===== src/hdl/atpt_pkg.sv =====
// Shared types and constants for the address/tag pair table.
// Holds the operation codes, the transfer structs and the control command bundle.
// No dependencies.
`default_nettype none

package atpt_pkg;

  localparam int unsigned CAPACITY_DEF = 16;
  localparam int unsigned OP_W         = 3;
  localparam int unsigned KEY_W        = 16;
  localparam int unsigned TAG_W        = 16;

  typedef logic [OP_W-1:0] op_t;

  localparam op_t OP_INSERT    = 3'd0;
  localparam op_t OP_REMOVE    = 3'd1;
  localparam op_t OP_FIND_KEY  = 3'd2;
  localparam op_t OP_FIND_PAIR = 3'd3;
  localparam op_t OP_CLEAR     = 3'd4;

  typedef struct packed {
    op_t              operation;
    logic [KEY_W-1:0] node_address;
    logic [TAG_W-1:0] tag_value;
  } atpt_in_t;

  typedef struct packed {
    logic             hit;
    logic [TAG_W-1:0] found_tag;
    logic             dropped_full;
  } atpt_out_t;

  // Commands from the controller to the datapath.
  typedef struct packed {
    logic capture;
    logic commit;
  } atpt_cmd_t;

endpackage : atpt_pkg

`default_nettype wire


===== src/hdl/atpt_ctrl.sv =====
// Controller for the address/tag pair table: a two-state machine that
// sequences the compare cycle and the write-back cycle. Depends on atpt_pkg.
`default_nettype none

module atpt_ctrl (
  input  wire logic               clk,
  input  wire logic               rst_n,
  input  wire logic               start,
  output logic                    busy,
  output atpt_pkg::atpt_cmd_t     cmd
);
  import atpt_pkg::*;

  typedef enum logic [1:0] {
    ST_IDLE   = 2'b01,
    ST_COMMIT = 2'b10
  } state_t;

  state_t state_r, state_nxt;

  always_comb begin
    state_nxt   = state_r;
    cmd.capture = 1'b0;
    cmd.commit  = 1'b0;
    unique case (state_r)
      ST_IDLE: begin
        if (start) begin
          cmd.capture = 1'b1;
          state_nxt   = ST_COMMIT;
        end
      end
      ST_COMMIT: begin
        cmd.commit = 1'b1;
        state_nxt  = ST_IDLE;
      end
      default: begin
        state_nxt = ST_IDLE;
      end
    endcase
  end

  always_ff @(posedge clk) begin
    if (!rst_n) begin
      state_r <= ST_IDLE;
    end else begin
      state_r <= state_nxt;
    end
  end

  assign busy = (state_r == ST_COMMIT);

endmodule : atpt_ctrl

`default_nettype wire


===== src/hdl/atpt_datapath.sv =====
// Datapath for the address/tag pair table: the key, tag and valid stores,
// the per-entry key compare, the write-back logic and the result register.
// Depends on atpt_pkg.
`default_nettype none

module atpt_datapath #(
  parameter int unsigned CAPACITY = atpt_pkg::CAPACITY_DEF
) (
  input  wire logic                clk,
  input  wire logic                rst_n,
  input  atpt_pkg::atpt_cmd_t      cmd,
  input  atpt_pkg::atpt_in_t       in_item,
  output logic                     out_valid,
  output atpt_pkg::atpt_out_t      out_item
);
  import atpt_pkg::*;

  logic [KEY_W-1:0]    key_store_r [CAPACITY];
  logic [TAG_W-1:0]    tag_store_r [CAPACITY];
  logic [CAPACITY-1:0] valid_r;
  logic [CAPACITY-1:0] valid_nxt;

  atpt_in_t            item_r;
  logic [CAPACITY-1:0] match_r, match_nxt;
  logic [CAPACITY-1:0] free_r, free_nxt;

  logic [CAPACITY-1:0] key_wr_en;
  logic [CAPACITY-1:0] tag_wr_en;
  logic [TAG_W-1:0]    sel_tag;
  logic                any_match;
  logic                any_free;

  atpt_out_t           out_r, out_nxt;
  logic                out_valid_r;

  // Compare against the incoming key. Keys are unique, so the match vector
  // is at most one-hot. The lowest free entry is isolated as a one-hot mask.
  always_comb begin
    for (int i = 0; i < CAPACITY; i++) begin
      match_nxt[i] = valid_r[i] && (key_store_r[i] == in_item.node_address);
    end
    free_nxt = ~valid_r & (valid_r + {{(CAPACITY-1){1'b0}}, 1'b1});
  end

  always_ff @(posedge clk) begin
    if (cmd.capture) begin
      item_r  <= in_item;
      match_r <= match_nxt;
      free_r  <= free_nxt;
    end
  end

  // Tag of the matched entry, selected through the one-hot match vector.
  always_comb begin
    sel_tag = '0;
    for (int i = 0; i < CAPACITY; i++) begin
      sel_tag = sel_tag | (tag_store_r[i] & {TAG_W{match_r[i]}});
    end
  end

  assign any_match = |match_r;
  assign any_free  = |free_r;

  always_comb begin
    valid_nxt = valid_r;
    key_wr_en = '0;
    tag_wr_en = '0;
    out_nxt   = '0;
    unique case (item_r.operation)
      OP_INSERT: begin
        // The all-zero pair marks an empty table and is never stored.
        if ((item_r.node_address != '0) || (item_r.tag_value != '0)) begin
          if (any_match) begin
            tag_wr_en         = match_r;
            out_nxt.hit       = 1'b1;
            out_nxt.found_tag = item_r.tag_value;
          end else if (any_free) begin
            key_wr_en = free_r;
            tag_wr_en = free_r;
            valid_nxt = valid_r | free_r;
          end else begin
            out_nxt.dropped_full = 1'b1;
          end
        end
      end
      OP_REMOVE: begin
        if (any_match) begin
          out_nxt.hit       = 1'b1;
          out_nxt.found_tag = sel_tag;
          valid_nxt         = valid_r & ~match_r;
        end
      end
      OP_FIND_KEY: begin
        if (any_match) begin
          out_nxt.hit       = 1'b1;
          out_nxt.found_tag = sel_tag;
        end
      end
      OP_FIND_PAIR: begin
        if (any_match && (sel_tag == item_r.tag_value)) begin
          out_nxt.hit       = 1'b1;
          out_nxt.found_tag = item_r.tag_value;
        end
      end
      OP_CLEAR: begin
        valid_nxt = '0;
      end
      default: begin
        out_nxt = '0;
      end
    endcase
  end

  always_ff @(posedge clk) begin
    if (!rst_n) begin
      valid_r <= '0;
    end else if (cmd.commit) begin
      valid_r <= valid_nxt;
    end
  end

  always_ff @(posedge clk) begin
    for (int i = 0; i < CAPACITY; i++) begin
      if (cmd.commit && key_wr_en[i]) begin
        key_store_r[i] <= item_r.node_address;
      end
      if (cmd.commit && tag_wr_en[i]) begin
        tag_store_r[i] <= item_r.tag_value;
      end
    end
  end

  always_ff @(posedge clk) begin
    if (cmd.commit) begin
      out_r <= out_nxt;
    end
  end

  always_ff @(posedge clk) begin
    if (!rst_n) begin
      out_valid_r <= 1'b0;
    end else begin
      out_valid_r <= cmd.commit;
    end
  end

  assign out_valid = out_valid_r;
  assign out_item  = out_r;

endmodule : atpt_datapath

`default_nettype wire


===== src/hdl/address_tag_pair_table.sv =====
// Top level of the address/tag pair table: controller plus datapath.
// Depends on atpt_pkg, atpt_ctrl and atpt_datapath.
//
// Each command has a compare step and a write-back step: in the cycle
// in which start is seen with busy low, the key is compared against every
// valid entry at once and the match and lowest-free masks are registered;
// in the next cycle (busy high) the stores are written back and the result
// is registered. out_valid is then high for exactly one cycle, during which
// a new command may already be accepted; none is taken while busy. The
// receiver cannot stall, so results must be taken when out_valid is high.
`default_nettype none

module address_tag_pair_table #(
  parameter int unsigned CAPACITY = atpt_pkg::CAPACITY_DEF
) (
  input  wire logic               clk,
  input  wire logic               rst_n,
  input  wire logic               start,
  output logic                    busy,
  input  atpt_pkg::atpt_in_t      in_item,
  output logic                    out_valid,
  output atpt_pkg::atpt_out_t     out_item
);
  import atpt_pkg::*;

  atpt_cmd_t cmd;

  atpt_ctrl u_ctrl (
    .clk   (clk),
    .rst_n (rst_n),
    .start (start),
    .busy  (busy),
    .cmd   (cmd)
  );

  atpt_datapath #(
    .CAPACITY (CAPACITY)
  ) u_datapath (
    .clk       (clk),
    .rst_n     (rst_n),
    .cmd       (cmd),
    .in_item   (in_item),
    .out_valid (out_valid),
    .out_item  (out_item)
  );

endmodule : address_tag_pair_table

`default_nettype wire


===== config.mk =====
export PLATFORM = sky130hd
export DESIGN_NAME = address_tag_pair_table
export DESIGN_NICKNAME = d
export VERILOG_FILES = /design/src/hdl/atpt_pkg.sv /design/src/hdl/atpt_ctrl.sv /design/src/hdl/atpt_datapath.sv /design/src/hdl/address_tag_pair_table.sv
export SDC_FILE = /design/constraint.sdc
export NUM_CORES = 1
export LEC_CHECK = 0
export BUFFER_PORTS_ARGS = -buffer_cell sky130_fd_sc_hd__buf_2
export CAP_MARGIN = 20
export CORE_ASPECT_RATIO = 1.2
export CORE_MARGIN = 10
export CORE_UTILIZATION = 50
export CTS_BUF_LIST = sky130_fd_sc_hd__clkbuf_4 sky130_fd_sc_hd__clkbuf_8
export CTS_CLUSTER_SIZE = 14
export DETAILED_ROUTE_END_ITERATION = 12
export GPL_TIMING_DRIVEN = 1
export PLACE_DENSITY_LB_ADDON = 0.1
export SYNTH_ARGS = -nofsm -noshare
export SYNTH_HDL_FRONTEND = slang
export SYNTH_SLANG_ARGS = --single-unit

===== constraint.sdc =====
create_clock -name clk -period 4.3 [get_ports clk]
set_input_delay 0.215 -clock clk [delete_from_list [all_inputs] [get_ports clk]]
set_output_delay 0.215 -clock clk [all_outputs]
set_load 0.005 [all_outputs]

==> metrics.cfg <==
[outcome]
outcome = finished, final reports clean

[synthesis]
ys.flop_type = edfxtp_1
syn_area_mm2 = 0.0243
synthTopCellsByCount = 597 x edfxtp_1, 184 x xnor2_1, 89 x xor2_1
ys_warn_count = 0
synth_edf_count = 597
netlist_instances = 1436
synth.net_count = 1474
synth_top_cell_by_area = edfxtp_1
ys_top_cells_by_area = edfxtp_1 74%, xnor2_1 6.6%, xor2_1 3.2%, a22o_1 2.2%, a221oi_1 2.0%
synth_cell_type_count = 36
ys_ff_latch = 616
synth_top_area_share_pct = 73.8
synth-async-reset-ratio_pct = 0
ys_seq_area_share_pct = 75.4
yosysMostFrequentCell = edfxtp_1
syn_area_per_cell_um2 = 16.9

[pwr]
leakagePower_nw = 8.99
ir_drop_mv = 0.315
power_density_mw_per_mm2 = 438
total_power_mw = 12.1

[cts]
tritoncts = yes
insertion_delay_ns = 0.69
cts_resized = 0
numClockSinks = 616
htreeDepth = 3
clk_path_buf_depth = 3
cts_buffers = 95
cts.clk_slew.worst_paths_ns = 0.06
cts_root_buf = clkbuf_8

[timing]
hold_viol = 0
fin_crit_sh_pct = 88.3
slew_viol_final = 0
holdWs_ns = 0.145
min_period_ns = 3.80
rsz0062_at_grt = false
setup_viol = 0
timing.final.ws_setup_ns = 0.504
setup_tns_ns = 0
skew_ns = 0.0406
max_slew_margin_pct = 26.8
worst_pin_slew_ns = 1.10
max_freq_mhz = 263

[floorplanning]
core.rowCount = 88
die_w_um = 221
io_pins = 58
core_area_mm2 = 0.0481
die_h_um = 261
start_util_pct = 50.5
die_area_mm2 = 0.0578

[grt]
grt_overflow_total = 0
grt_pass1_wl_um = 101000
grt_max_degree = 69
grt_pass1_vias = 13600
antenna_found_initial = 1
track_usage_pct = 24.6

[route]
drc = 0
drt_iter0_markers = 1406
postRouteAntennaNets = 0
totalWireLength_um = 71900
viasPerCell = 5.94
routedWlPerCell_um = 31.1
num_vias = 13700
drt_first_pass_iters = 5

[worst_setup_path]
crit_path_top_delay_cell = nor4_1
path_class = flop to flop
crit_top_cell = and2_1
endpoint_kind = flop
max_stage_delay_ns = 0.73
path_buf_inv = 0
path_cells = nor4_1 -> and4_1 -> and2_1 -> and3_1 -> and2_1 -> a21o_1
start_kind = flop
cp_max_fo = 16
crit_required_ns = 4.59
worstPathArrival_ns = 4.09
path_delay_family = simple AND/OR/NAND/NOR gates

[place]
post-dp-hpwl_um = 46100
port_buffers = 57
gp_congestion = 0.979
dp_slack_ns = 0.592

[finish]
area.growth.synth_to_final_pct = 13.4
multiInputGateArea_mm2 = 0.00555
drive_gt1_share_pct = 17.7
nets = 1651
final-seq-area_mm2 = 0.0183
nFillCells = 3730

[min_path]
worstHoldPathType = input port to flop

[flow_run]
maxCapViolations = 0

## layout by cell type, fill, tap and decap left out, types with 2 or more instances in the layout
cell and instances:
a21o_1 12, a21oi_1 4, a221oi_1 56, a221oi_2 4, a22o_1 60, a22oi_1 8
a31oi_1 16, and2_1 19, and3_1 3, and4_1 18, buf_2 58, buf_4 79
clkbuf_4 36, clkbuf_8 100, clkinv_1 21, clkinv_2 8, dfxtp_1 19, diode_2 2
dlygate4sd3_1 20, edfxtp_1 597, inv_1 4, nand2_1 27, nand3_1 20, nand4_1 48
nor2_1 45, nor2_2 5, nor2b_1 3, nor3_1 7, nor3b_1 3, nor4_1 52
o21a_1 32, o21ai_1 16, xnor2_1 184, xor2_1 89
## cell families (layout without fill, tap and decap cells)
group	after synthesis	in the layout	share of synthesized area, %
AOI/OAI and AO/OA	209	209	6.91
xor gates and xnor gates	273	273	9.84
DFF	616	616	75.4
other	0	2	0
buffers and inverters	81	329	1.91
muxes	1	1	0.0412
and+or+nand+nor	256	256	5.93
## registers in the layout (all words and copies together) (netlist names)
| signal | cells |
|---|---|
| u_datapath.key_store_r | 256 |
| u_datapath.tag_store_r | 256 |
| u_datapath.item_r | 35 |
| u_datapath.out_item | 18 |
| u_datapath.free_r | 16 |
| u_datapath.match_r | 16 |
| u_datapath.valid_r | 16 |
| u_ctrl.state_r | 2 |
| u_datapath.out_valid | 1 |
## area by class of cell
cell class	instances	share of cell area (%)
repair buffers	157	3.93
clock buffers	136	5.98
clock inverters	32	0.599
well taps	630	2.86
flip-flops and latches	616	66.4
inverters	4	0.0545
diodes	2	0.0182
multi-input cells	739	20.1
## repair_timing
| item | in CTS | in global routing |
|---|---|---|
| endpoints found under the setup margin | 0 | 0 |
| setup buffers | 0 | 0 |
| hold buffers | 20 | 0 |
| endpoints found under the hold margin | 35 | 0 |
## report_power, final
| group | leakage (nW) | internal, mW | switching [mW] |
|---|---|---|---|
| clock network | 0.968 | 2.51 | 2.19 |
| logic | 2.45 | 0.200 | 0.457 |
| registers | 5.57 | 6.65 | 0.0603 |
## per-layer routing
metal / routed length (um) / GRT usage (%)
met1: 27400 / 28.3
met3: 3780 / 3.98
met2: 36400 / 42.2
met4: 4360 / 16.0
met5: 0 / 0
## final timing paths
check                           slack, ns  cells past startpoint                            end                   start
worst min-delay path                 0.15                      1          u_datapath.item_r[19]             in_item[19]
worst max-delay path                 0.50                      6  u_datapath.tag_store_r[1][85]   u_datapath.match_r[3]
worst max register to register       0.50                      6  u_datapath.tag_store_r[1][85]   u_datapath.match_r[3]
worst min register to register       0.53                      1          u_datapath.free_r[11]  u_datapath.valid_r[11]
## through the flow
step,std cells,area [um^2],utilization [%]
after CTS,2314,27600,57.3
after floorplan,1436,24300,-
after global routing,2315,27600,57.3
final,2316,27600,57.3
after global placement,2125,25500,53.1
after detailed placement,2126,25500,53.1
Note: power is estimated with default switching activity, not from simulation.
